### src/rtl/rlec_pkg.sv
package rlec_pkg;

    localparam int SINE_ENTRIES_DEF = 256;
    localparam int FADE_MS_DEF      = 500;
    localparam int REFRESH_MS_DEF   = 25;

    localparam int DIV_DW  = 40;
    localparam int DIV_SW  = 32;
    localparam int DIV_CW  = $clog2(DIV_DW + 1);
    localparam int CFG_IW  = 3;
    localparam int CFG_DW  = 16;

    localparam logic [CFG_IW-1:0] REG_EFFECT_MODE  = 3'd0;
    localparam logic [CFG_IW-1:0] REG_LUMINOSITY   = 3'd1;
    localparam logic [CFG_IW-1:0] REG_LED_ENABLED  = 3'd2;
    localparam logic [CFG_IW-1:0] REG_BLINK_ON     = 3'd3;
    localparam logic [CFG_IW-1:0] REG_BLINK_OFF    = 3'd4;
    localparam logic [CFG_IW-1:0] REG_PULSE_PERIOD = 3'd5;
    localparam logic [CFG_IW-1:0] REG_PWM_INVERTED = 3'd6;

    localparam logic [1:0] MODE_NONE   = 2'd0;
    localparam logic [1:0] MODE_BLINK  = 2'd1;
    localparam logic [1:0] MODE_PULSE  = 2'd2;
    localparam logic [1:0] MODE_GLITCH = 2'd3;

    localparam logic [15:0] LFSR_SEED = 16'hACE1;
    localparam logic [15:0] LFSR_TAPS = 16'hB400;
    localparam logic [31:0] GLITCH_MS = 32'd100;
    localparam logic [14:0] GLITCH_THRESH = 15'd17920;

    typedef struct packed {
        logic       req_type;
        logic [7:0] red_in;
        logic [7:0] green_in;
        logic [7:0] blue_in;
        logic       fade_request;
    } in_beat_t;

    typedef struct packed {
        logic [7:0] red_duty;
        logic [7:0] green_duty;
        logic [7:0] blue_duty;
    } out_beat_t;

    typedef struct packed {
        logic              start;
        logic [DIV_DW-1:0] dividend;
        logic [DIV_SW-1:0] divisor;
    } div_req_t;

    typedef struct packed {
        logic              done;
        logic [DIV_DW-1:0] quotient;
        logic [DIV_SW-1:0] remainder;
    } div_rsp_t;

    typedef enum logic [4:0] {
        S_IDLE, S_CHECK, S_FADE_GO, S_FADE_WAIT, S_EFFECT,
        S_PMOD_GO, S_PMOD_WAIT, S_PIDX_GO, S_PIDX_WAIT, S_PSQR,
        S_PDIV_GO, S_PDIV_WAIT, S_PSCALE, S_DRAW, S_DRAW_USE, S_LUM
    } state_t;

endpackage

### src/rtl/rlec_div.sv
module rlec_div
    import rlec_pkg::*;
(
    input  logic     clk,
    input  logic     rst_n,
    input  div_req_t req,
    output div_rsp_t rsp
);

    logic [DIV_SW:0]   rem_reg, rem_next;
    logic [DIV_DW-1:0] quo_reg, quo_next;
    logic [DIV_SW-1:0] dsr_reg, dsr_next;
    logic [DIV_CW-1:0] cnt_reg, cnt_next;
    logic              busy_reg, busy_next;
    logic              done_reg, done_next;
    logic [DIV_SW:0]   trial;

    always_comb
    begin
        rem_next  = rem_reg;
        quo_next  = quo_reg;
        dsr_next  = dsr_reg;
        cnt_next  = cnt_reg;
        busy_next = busy_reg;
        done_next = 1'b0;
        trial     = {rem_reg[DIV_SW-1:0], quo_reg[DIV_DW-1]};
        if (req.start)
        begin
            rem_next  = '0;
            quo_next  = req.dividend;
            dsr_next  = req.divisor;
            cnt_next  = '0;
            busy_next = 1'b1;
        end
        else if (busy_reg)
        begin
            // shift in one dividend bit, subtract where it fits
            if (trial >= {1'b0, dsr_reg})
            begin
                rem_next = trial - {1'b0, dsr_reg};
                quo_next = {quo_reg[DIV_DW-2:0], 1'b1};
            end
            else
            begin
                rem_next = trial;
                quo_next = {quo_reg[DIV_DW-2:0], 1'b0};
            end
            cnt_next = cnt_reg + 1'b1;
            if (cnt_reg == DIV_CW'(DIV_DW - 1))
            begin
                busy_next = 1'b0;
                done_next = 1'b1;
            end
        end
    end

    always_ff @(posedge clk or negedge rst_n)
    begin
        if (!rst_n)
        begin
            busy_reg <= 1'b0;
            done_reg <= 1'b0;
            cnt_reg  <= '0;
        end
        else
        begin
            busy_reg <= busy_next;
            done_reg <= done_next;
            cnt_reg  <= cnt_next;
        end
    end

    always_ff @(posedge clk)
    begin
        rem_reg <= rem_next;
        quo_reg <= quo_next;
        dsr_reg <= dsr_next;
    end

    assign rsp.done      = done_reg;
    assign rsp.quotient  = quo_reg;
    assign rsp.remainder = rem_reg[DIV_SW-1:0];

endmodule

### src/rtl/rlec_lfsr.sv
module rlec_lfsr
    import rlec_pkg::*;
(
    input  logic       clk,
    input  logic       rst_n,
    input  logic       step,
    output logic [7:0] rand_byte
);

    logic [15:0] lfsr_reg, lfsr_next;

    always_comb
    begin
        lfsr_next = lfsr_reg;
        if (step)
        begin
            lfsr_next = {1'b0, lfsr_reg[15:1]} ^ (lfsr_reg[0] ? LFSR_TAPS : 16'h0000);
        end
    end

    always_ff @(posedge clk or negedge rst_n)
    begin
        if (!rst_n)
        begin
            lfsr_reg <= LFSR_SEED;
        end
        else
        begin
            lfsr_reg <= lfsr_next;
        end
    end

    assign rand_byte = lfsr_reg[7:0];

endmodule

### src/rtl/rgb_led_effect_pwm_controller.sv
// A beat with no refresh goes from S_CHECK back to S_IDLE, freeing the input.
// A refresh beat passes S_CHECK, any fade, S_EFFECT, any pulse or draw steps
// and S_LUM, which waits for a free output. It uses bit-serial divisions
// (three for a fade, three for a pulse) and LFSR steps per byte drawn. One
// beat is in work at a time, and the 40-step divider sets the refresh time.
// Reset: time and the target, previous and glitch colours clear, registers take their defaults, seed 0xACE1.
module rgb_led_effect_pwm_controller
    import rlec_pkg::*;
#(
    parameter int SINE_ENTRIES = SINE_ENTRIES_DEF,
    parameter int FADE_MS      = FADE_MS_DEF,
    parameter int REFRESH_MS   = REFRESH_MS_DEF
)
(
    input  logic              clk,
    input  logic              rst_n,
    input  logic              in_valid,
    output logic              in_ready,
    input  in_beat_t          in_data,
    output logic              out_valid,
    input  logic              out_ready,
    output out_beat_t         out_data,
    input  logic              cfg_we,
    input  logic [CFG_IW-1:0] cfg_index,
    input  logic [CFG_DW-1:0] cfg_data
);

    localparam int KW = $clog2(SINE_ENTRIES) + 2;
    localparam int MW = 2 * KW;
    localparam logic [KW-1:0] N_K = KW'(SINE_ENTRIES);
    localparam logic [DIV_SW-1:0] DEN0 = DIV_SW'(5 * SINE_ENTRIES * SINE_ENTRIES);

    state_t state_reg, state_next;

    logic [1:0]  mode_reg;
    logic [8:0]  lum_reg;
    logic        en_reg;
    logic [7:0]  on_reg;
    logic [7:0]  off_reg;
    logic [15:0] period_reg;
    logic        inv_reg;

    logic [31:0] time_reg, last_reg, fstart_reg, mark_reg;
    logic [7:0]  tgt_reg [3];
    logic [7:0]  prev_reg [3];
    logic [7:0]  glc_reg [3];
    logic [7:0]  col_reg [3];
    logic        fade_act_reg, lit_reg;
    logic [15:0] e_reg;
    logic [1:0]  ch_reg;
    logic [15:0] ph_reg;
    logic [KW-1:0] k_reg;
    logic        neg_reg;
    logic [MW-1:0] m_reg;
    logic [8:0]  gain_reg;
    logic [2:0]  cnt_reg;
    logic [1:0]  draw_reg;
    logic        out_valid_reg;
    out_beat_t   out_reg;

    div_req_t    dreq;
    div_rsp_t    drsp;
    logic        lfsr_step;
    logic [7:0]  rbyte;

    logic [31:0] since_ref, since_fade, since_mark;
    logic [15:0] p_eff;
    logic [7:0]  fa, fb, fdiff;
    logic [KW-1:0] k_raw;
    logic [DIV_SW-1:0] den;
    logic        out_free;
    logic [8:0]  lum_sat;
    logic [16:0] prod [3];
    logic [7:0]  duty [3];

    assign since_ref  = time_reg - last_reg;
    assign since_fade = time_reg - fstart_reg;
    assign since_mark = time_reg - mark_reg;
    assign p_eff      = (period_reg == 16'd0) ? 16'd1 : period_reg;
    assign fa         = prev_reg[ch_reg];
    assign fb         = tgt_reg[ch_reg];
    assign fdiff      = (fb >= fa) ? (fb - fa) : (fa - fb);
    assign k_raw      = {drsp.quotient[KW-2:0], 1'b0};
    assign den        = DEN0 - DIV_SW'({m_reg, 2'b00});
    assign out_free   = !out_valid_reg || out_ready;
    assign lum_sat    = lum_reg[8] ? 9'd256 : lum_reg;
    assign in_ready   = (state_reg == S_IDLE);
    assign out_valid  = out_valid_reg;
    assign out_data   = out_reg;
    assign lfsr_step  = (state_reg == S_DRAW);

    always_comb
    begin
        for (int j = 0; j < 3; j++)
        begin
            prod[j] = 17'({9'd0, col_reg[j]} * lum_sat) + 17'd128;
            duty[j] = en_reg ? prod[j][15:8] : 8'd0;
            if (inv_reg)
            begin
                duty[j] = 8'd255 - duty[j];
            end
        end
    end

    always_comb
    begin
        dreq.start    = 1'b0;
        dreq.dividend = '0;
        dreq.divisor  = DIV_SW'(FADE_MS);
        unique case (state_reg)
            S_FADE_GO:
            begin
                dreq.start    = 1'b1;
                dreq.dividend = DIV_DW'(fdiff) * DIV_DW'(e_reg);
            end
            S_PMOD_GO:
            begin
                dreq.start    = 1'b1;
                dreq.dividend = DIV_DW'(time_reg);
                dreq.divisor  = DIV_SW'(p_eff);
            end
            S_PIDX_GO:
            begin
                dreq.start    = 1'b1;
                dreq.dividend = DIV_DW'(ph_reg) * DIV_DW'(SINE_ENTRIES);
                dreq.divisor  = DIV_SW'(p_eff);
            end
            S_PDIV_GO:
            begin
                dreq.start    = 1'b1;
                dreq.dividend = (DIV_DW'(m_reg) << 11) + DIV_DW'(den >> 1);
                dreq.divisor  = den;
            end
            default:
            begin
            end
        endcase
    end

    always_comb
    begin
        state_next = state_reg;
        unique case (state_reg)
            S_IDLE:
            begin
                if (in_valid)
                begin
                    state_next = S_CHECK;
                end
            end
            S_CHECK:
            begin
                if (since_ref < 32'(REFRESH_MS))
                begin
                    state_next = S_IDLE;
                end
                else if (fade_act_reg && since_fade < 32'(FADE_MS))
                begin
                    state_next = S_FADE_GO;
                end
                else
                begin
                    state_next = S_EFFECT;
                end
            end
            S_FADE_GO:   state_next = S_FADE_WAIT;
            S_FADE_WAIT:
            begin
                if (drsp.done)
                begin
                    state_next = (ch_reg == 2'd2) ? S_EFFECT : S_FADE_GO;
                end
            end
            S_EFFECT:
            begin
                unique case (mode_reg)
                    MODE_PULSE:  state_next = S_PMOD_GO;
                    MODE_GLITCH: state_next = (since_mark > GLITCH_MS) ? S_DRAW : S_LUM;
                    default:     state_next = S_LUM;
                endcase
            end
            S_PMOD_GO:   state_next = S_PMOD_WAIT;
            S_PMOD_WAIT: state_next = drsp.done ? S_PIDX_GO : S_PMOD_WAIT;
            S_PIDX_GO:   state_next = S_PIDX_WAIT;
            S_PIDX_WAIT: state_next = drsp.done ? S_PSQR : S_PIDX_WAIT;
            S_PSQR:      state_next = S_PDIV_GO;
            S_PDIV_GO:   state_next = S_PDIV_WAIT;
            S_PDIV_WAIT: state_next = drsp.done ? S_PSCALE : S_PDIV_WAIT;
            S_PSCALE:    state_next = S_LUM;
            S_DRAW:      state_next = (cnt_reg == 3'd7) ? S_DRAW_USE : S_DRAW;
            S_DRAW_USE:
            begin
                if (draw_reg == 2'd0)
                begin
                    state_next = ((15'(rbyte) * 15'd100) < GLITCH_THRESH) ? S_DRAW : S_LUM;
                end
                else
                begin
                    state_next = (draw_reg == 2'd3) ? S_LUM : S_DRAW;
                end
            end
            S_LUM:
            begin
                if (out_free)
                begin
                    state_next = S_IDLE;
                end
            end
            default:     state_next = S_IDLE;
        endcase
    end

    always_ff @(posedge clk or negedge rst_n)
    begin
        if (!rst_n)
        begin
            state_reg <= S_IDLE;
        end
        else
        begin
            state_reg <= state_next;
        end
    end

    always_ff @(posedge clk or negedge rst_n)
    begin
        if (!rst_n)
        begin
            mode_reg   <= MODE_NONE;
            lum_reg    <= 9'd256;
            en_reg     <= 1'b1;
            on_reg     <= 8'd0;
            off_reg    <= 8'd0;
            period_reg <= 16'd1000;
            inv_reg    <= 1'b0;
        end
        else if (cfg_we)
        begin
            unique case (cfg_index)
                REG_EFFECT_MODE:  mode_reg   <= cfg_data[1:0];
                REG_LUMINOSITY:   lum_reg    <= cfg_data[8:0];
                REG_LED_ENABLED:  en_reg     <= cfg_data[0];
                REG_BLINK_ON:     on_reg     <= cfg_data[7:0];
                REG_BLINK_OFF:    off_reg    <= cfg_data[7:0];
                REG_PULSE_PERIOD: period_reg <= cfg_data;
                REG_PWM_INVERTED: inv_reg    <= cfg_data[0];
                default:
                begin
                end
            endcase
        end
    end

    always_ff @(posedge clk or negedge rst_n)
    begin
        if (!rst_n)
        begin
            time_reg      <= '0;
            last_reg      <= '0;
            fstart_reg    <= '0;
            mark_reg      <= '0;
            fade_act_reg  <= 1'b0;
            lit_reg       <= 1'b0;
            out_valid_reg <= 1'b0;
            ch_reg        <= '0;
            cnt_reg       <= '0;
            draw_reg      <= '0;
            for (int j = 0; j < 3; j++)
            begin
                tgt_reg[j]  <= '0;
                prev_reg[j] <= '0;
                glc_reg[j]  <= '0;
            end
        end
        else
        begin
            if (out_valid_reg && out_ready && state_reg != S_LUM)
            begin
                out_valid_reg <= 1'b0;
            end
            case (state_reg)
                S_IDLE:
                begin
                    if (in_valid)
                    begin
                        if (!in_data.req_type)
                        begin
                            time_reg <= time_reg + 32'd1;
                        end
                        else
                        begin
                            prev_reg     <= tgt_reg;
                            tgt_reg[0]   <= in_data.red_in;
                            tgt_reg[1]   <= in_data.green_in;
                            tgt_reg[2]   <= in_data.blue_in;
                            fade_act_reg <= in_data.fade_request;
                            fstart_reg   <= time_reg;
                        end
                    end
                end
                S_CHECK:
                begin
                    if (since_ref >= 32'(REFRESH_MS))
                    begin
                        last_reg <= time_reg;
                        col_reg  <= tgt_reg;
                        ch_reg   <= '0;
                        e_reg    <= since_fade[15:0];
                        if (fade_act_reg && since_fade >= 32'(FADE_MS))
                        begin
                            fade_act_reg <= 1'b0;
                        end
                    end
                end
                S_FADE_WAIT:
                begin
                    if (drsp.done)
                    begin
                        if (fb >= fa)
                        begin
                            col_reg[ch_reg] <= fa + drsp.quotient[7:0];
                        end
                        else
                        begin
                            col_reg[ch_reg] <= fa - drsp.quotient[7:0]
                                - {7'd0, (drsp.remainder != '0)};
                        end
                        ch_reg <= ch_reg + 2'd1;
                    end
                end
                S_EFFECT:
                begin
                    if (mode_reg == MODE_BLINK)
                    begin
                        if (since_mark < {24'd0, (lit_reg ? on_reg : off_reg)})
                        begin
                            if (!lit_reg)
                            begin
                                col_reg <= '{8'd0, 8'd0, 8'd0};
                            end
                        end
                        else
                        begin
                            lit_reg  <= !lit_reg;
                            mark_reg <= time_reg;
                        end
                    end
                    else if (mode_reg == MODE_GLITCH)
                    begin
                        if (since_mark > GLITCH_MS)
                        begin
                            mark_reg <= time_reg;
                            draw_reg <= '0;
                            cnt_reg  <= '0;
                        end
                        else
                        begin
                            col_reg <= glc_reg;
                        end
                    end
                end
                S_DRAW:
                begin
                    cnt_reg <= cnt_reg + 3'd1;
                end
                S_DRAW_USE:
                begin
                    if (draw_reg == 2'd0)
                    begin
                        if ((15'(rbyte) * 15'd100) < GLITCH_THRESH)
                        begin
                            draw_reg <= 2'd1;
                        end
                        else
                        begin
                            col_reg <= tgt_reg;
                            glc_reg <= tgt_reg;
                        end
                    end
                    else
                    begin
                        col_reg[draw_reg - 2'd1] <= rbyte;
                        draw_reg <= draw_reg + 2'd1;
                        if (draw_reg == 2'd3)
                        begin
                            glc_reg[0] <= col_reg[0];
                            glc_reg[1] <= col_reg[1];
                            glc_reg[2] <= rbyte;
                        end
                    end
                end
                S_PSCALE:
                begin
                    for (int j = 0; j < 3; j++)
                    begin
                        col_reg[j] <= 8'(({9'd0, col_reg[j]} * {8'd0, gain_reg}) >> 8);
                    end
                end
                S_LUM:
                begin
                    if (out_free)
                    begin
                        out_valid_reg <= 1'b1;
                    end
                end
                default:
                begin
                end
            endcase
        end
    end

    always_ff @(posedge clk)
    begin
        if (state_reg == S_PMOD_WAIT && drsp.done)
        begin
            ph_reg <= drsp.remainder[15:0];
        end
        if (state_reg == S_PIDX_WAIT && drsp.done)
        begin
            if (k_raw >= N_K)
            begin
                k_reg   <= k_raw - N_K;
                neg_reg <= 1'b1;
            end
            else
            begin
                k_reg   <= k_raw;
                neg_reg <= 1'b0;
            end
        end
        if (state_reg == S_PSQR)
        begin
            m_reg <= MW'(k_reg) * MW'(N_K - k_reg);
        end
        if (state_reg == S_PDIV_WAIT && drsp.done)
        begin
            gain_reg <= neg_reg ? (9'd128 - drsp.quotient[8:0])
                                : (9'd128 + drsp.quotient[8:0]);
        end
        if (state_reg == S_LUM && out_free)
        begin
            out_reg.red_duty   <= duty[0];
            out_reg.green_duty <= duty[1];
            out_reg.blue_duty  <= duty[2];
        end
    end

    rlec_div u_div
    (
        .clk   (clk),
        .rst_n (rst_n),
        .req   (dreq),
        .rsp   (drsp)
    );

    rlec_lfsr u_lfsr
    (
        .clk       (clk),
        .rst_n     (rst_n),
        .step      (lfsr_step),
        .rand_byte (rbyte)
    );

    a_busy_after_accept: assert property (@(posedge clk) disable iff (!rst_n)
        in_valid && in_ready |=> !in_ready)
        else $error("input taken while a beat is in work");

    a_div_done_waited: assert property (@(posedge clk) disable iff (!rst_n)
        drsp.done |-> (state_reg == S_FADE_WAIT || state_reg == S_PMOD_WAIT ||
                       state_reg == S_PIDX_WAIT || state_reg == S_PDIV_WAIT))
        else $error("divider result with no waiting state");

    a_no_overwrite: assert property (@(posedge clk) disable iff (!rst_n)
        out_valid_reg && !out_ready |=> $stable(out_reg))
        else $error("pending result overwritten");

endmodule
### config.mk
export PLATFORM = sky130hd
export DESIGN_NAME = rgb_led_effect_pwm_controller
export DESIGN_NICKNAME = d
export VERILOG_FILES = /design/src/rtl/rlec_pkg.sv /design/src/rtl/rlec_div.sv /design/src/rtl/rlec_lfsr.sv /design/src/rtl/rgb_led_effect_pwm_controller.sv
export SDC_FILE = /design/constraint.sdc
export NUM_CORES = 2
export LEC_CHECK = 0
export ABC_AREA = 1
export BUFFER_PORTS_ARGS = -buffer_cell sky130_fd_sc_hd__buf_2
export CORE_ASPECT_RATIO = 0.75
export CORE_MARGIN = 10
export CORE_UTILIZATION = 45
export DETAILED_ROUTE_END_ITERATION = 8
export SLEW_MARGIN = 20
export SYNTH_ARGS = -nofsm -noshare
export SYNTH_HDL_FRONTEND = slang
export SYNTH_SLANG_ARGS = --single-unit
### constraint.sdc
create_clock -name clk -period 8.2 [get_ports clk]
set_input_delay 0.41 -clock clk [delete_from_list [all_inputs] [get_ports clk]]
set_output_delay 0.41 -clock clk [all_outputs]
set_load 0.05 [all_outputs]
==> out/results.txt <==
Max Clock Skew: 35.4 ps
DRC: 0
relative slew slack: 19.6%
Largest register FFs: 40
Initial Utilization: 45.2%
vias in the first global route: 45,300
antenna violations before repair: 7
count of state elements after synthesis: 495
post-synthesis compound-gate area fraction: 10.5%
synth cell count leaders: nand2_1 (1,859), inv_1 (1,480), nor2_1 (656), ha_1 (541), fa_1 (392)
Synth Instances: 7,374
HP Class: primary input to register
top-count cell post-synth: nand2_1
status: complete, no violations
Final Hold Fails: 0
Slew Viols, Final: 0
GR Util All Layers: 25.9%
Crit Path Max Fanout: 8
simple-gate share of the synthesized area: 23.0%
largest net degree at the start of global routing: 163
Synth Area in Adders: 27.0%
die area: 135,000 um^2
mux cell area share after synthesis: 0.293%
Worst setup EP type: register
Syn Area/Cell: 7.35 um^2
Iter 0 DRT Violations: 5,480
Most Frequent Cell on Critical Path: fa_1
Synth cell types: 72
min cycle time layout: 7860 ps
I/O pin cnt: 76
vias per cell: 5.35
# setup viols final: 0
Tcrit/Tclk final: 95.8%
reg2reg start: ch_reg[0]
CTS tree: done
Synth warnings: 0
largest family of logic cells by synthesized area: adder cells
part of the Yosys area used for sequential elements: 24.3%
first-pass GRT wire length: 273 mm
H-Tree Depth: 2
via count: 48,300
Critical Path RT: 8620 ps
Placement Rows: 110
CP startpoint kind: register
Clock Pin Slew Worst Setup and Hold Paths: 70 ps
Yosys top cell by area: fa_1
Routed Antenna Nets: 0
clock latency on the worst-skew pair: 670 ps
CP Class: register to register
Post-synth ARST share: 57.2%
Hold Path Origin: in_data[24]
Num CTS Buffers: 56
clock buffer depth: 3
critical path's slowest cell: fa_1
Root Driver: clkbuf_16
Die X: 421 um
GRT overflow: 0
syn nets: 8,357
post-synthesis xor/xnor area fraction: 3.15%
Least-Margin Pin Slew: 1200 ps
Nets: 8,406
core area: 120,000 um^2
fin util: 49.0%
final WL: 177 mm
Area contributors post-synth: fa_1 (14%), nand2_1 (13%), ha_1 (12%)
Post-synth EDFFs: 180
CP startpoint: ch_reg[0]
Vert. Die Dim: 320 um
main flop type after synthesis: dfrtp_1
Peak Freq: 127 MHz
fraction of layout cells with a size suffix above 1: 5.39%
synthesis-to-finish area growth: 8.35%
crit path DAT: 8280 ps
Port Buffers: 75
max incr delay on CP: 570 ps
DP HPWL: 143 mm
routability cong.: 0.997
WL/cell: 19.6 um
cell family with most CP delay: adder cells
Num Clock Sinks: 495
Buf+Inv Stages, Crit Path: 7
TritonRoute pass-1 iters: 7
post-synth top area share: 14.5%
Min Hold Slack: 38.9 ps
Syn Std Cell Area: 54,200 um^2
Max Cap Viol: 0
RSZ-0062 raised after global routing: yes
## placed cells by master (no fill, tap or decap), types with 33 or more instances in the layout
cell type  instances
nand3_1          284
nor2_1           648
fa_1             392
edfxtp_1         180
nand4_1           54
xnor2_1           67
buf_2             74
xor2_1           127
nor3_1            65
nand2_1         1858
a21oi_1          348
ha_1             540
buf_4             94
inv_1           1475
o21ai_1           33
dfrtp_1          267
o21ai_0          382
o211ai_1          44
clkbuf_16         61
## cell type report
class                           instances  area (um^2)
Fill cell                           12100        61000
Multi-Input combinational cell       5193        34800
Sequential cell                       495        13100
Inverter                             1493         5610
Tap cell                             1568         1960
Clock buffer                           77         1650
Timing Repair Buffer                  184         1280
Clock inverter                         29          272
Antenna cell                            3         7.51
## worst register-to-register path, delay by kind of cell, from the launching register on
| kind | cells | cell delay (ps) |
|---|---|---|
| buffers and inverters | 7 | 1100 |
| multiplexers | 1 | 250 |
| flip-flops | 1 | 390 |
| AND/OR/NAND/NOR | 11 | 1480 |
| adder cells (fa/ha/maj) | 6 | 2790 |
| AO/OA/AOI/OAI | 6 | 1350 |
| XOR/XNOR | 1 | 260 |
## logic make-up after synthesis
group,Yosys count
compound gates,1003
xor+xnor,195
buf+inv,1686
mux,15
fa+ha+maj,933
simple gates,3047
flops,495
## through the flow
step                cell area, um^2  setup WS, ps  cells  TNS, ps
global placement              56500           161   8916        0
CTS                           58500          53.9   9032        0
finish                        58700           342   9042        0
global route                  58700         -29.1   9039    -50.5
detailed placement            56500          87.5   8916        0
floorplan                     54200          1120   7374        0
## path summary, 6_finish.rpt
check / end / slack (ps) / depth (start not counted)
min: tgt_reg[23] / 40 / 3
max in group asynchronous: time_reg[2] / 6510 / 3
max: u_div.quo_reg[22] / 340 / 32
max reg2reg: u_div.quo_reg[22] / 340 / 32
min in group asynchronous: last_reg[25] / 320 / 2
min reg2reg: mark_reg[7] / 470 / 2
## metal layers
layer / wire length, um / part of all wire [%] / up-vias / global-route usage, %
li1: - / - / 23300 / -
met1: 88700 / 50 / 23200 / 41.6
met2: 69900 / 39 / 1752 / 35.9
met3: 15800 / 8.9 / 162 / 4.29
met4: 3160 / 1.8 / 0 / 4.64
met5: 0 / 0 / - / 0
## timing repair
item / in CTS / in global routing
resized for setup: 0 / 20
hold buffers: 10 / 0
buffers inserted: 0 / 7
endpoints found under the setup margin: 0 / 11
endpoints found under the hold margin: 69 / 0
Power is left out: the tool's default activity adds up to more than one toggle a clock period on the data nets, which glitch-free logic cannot reach.
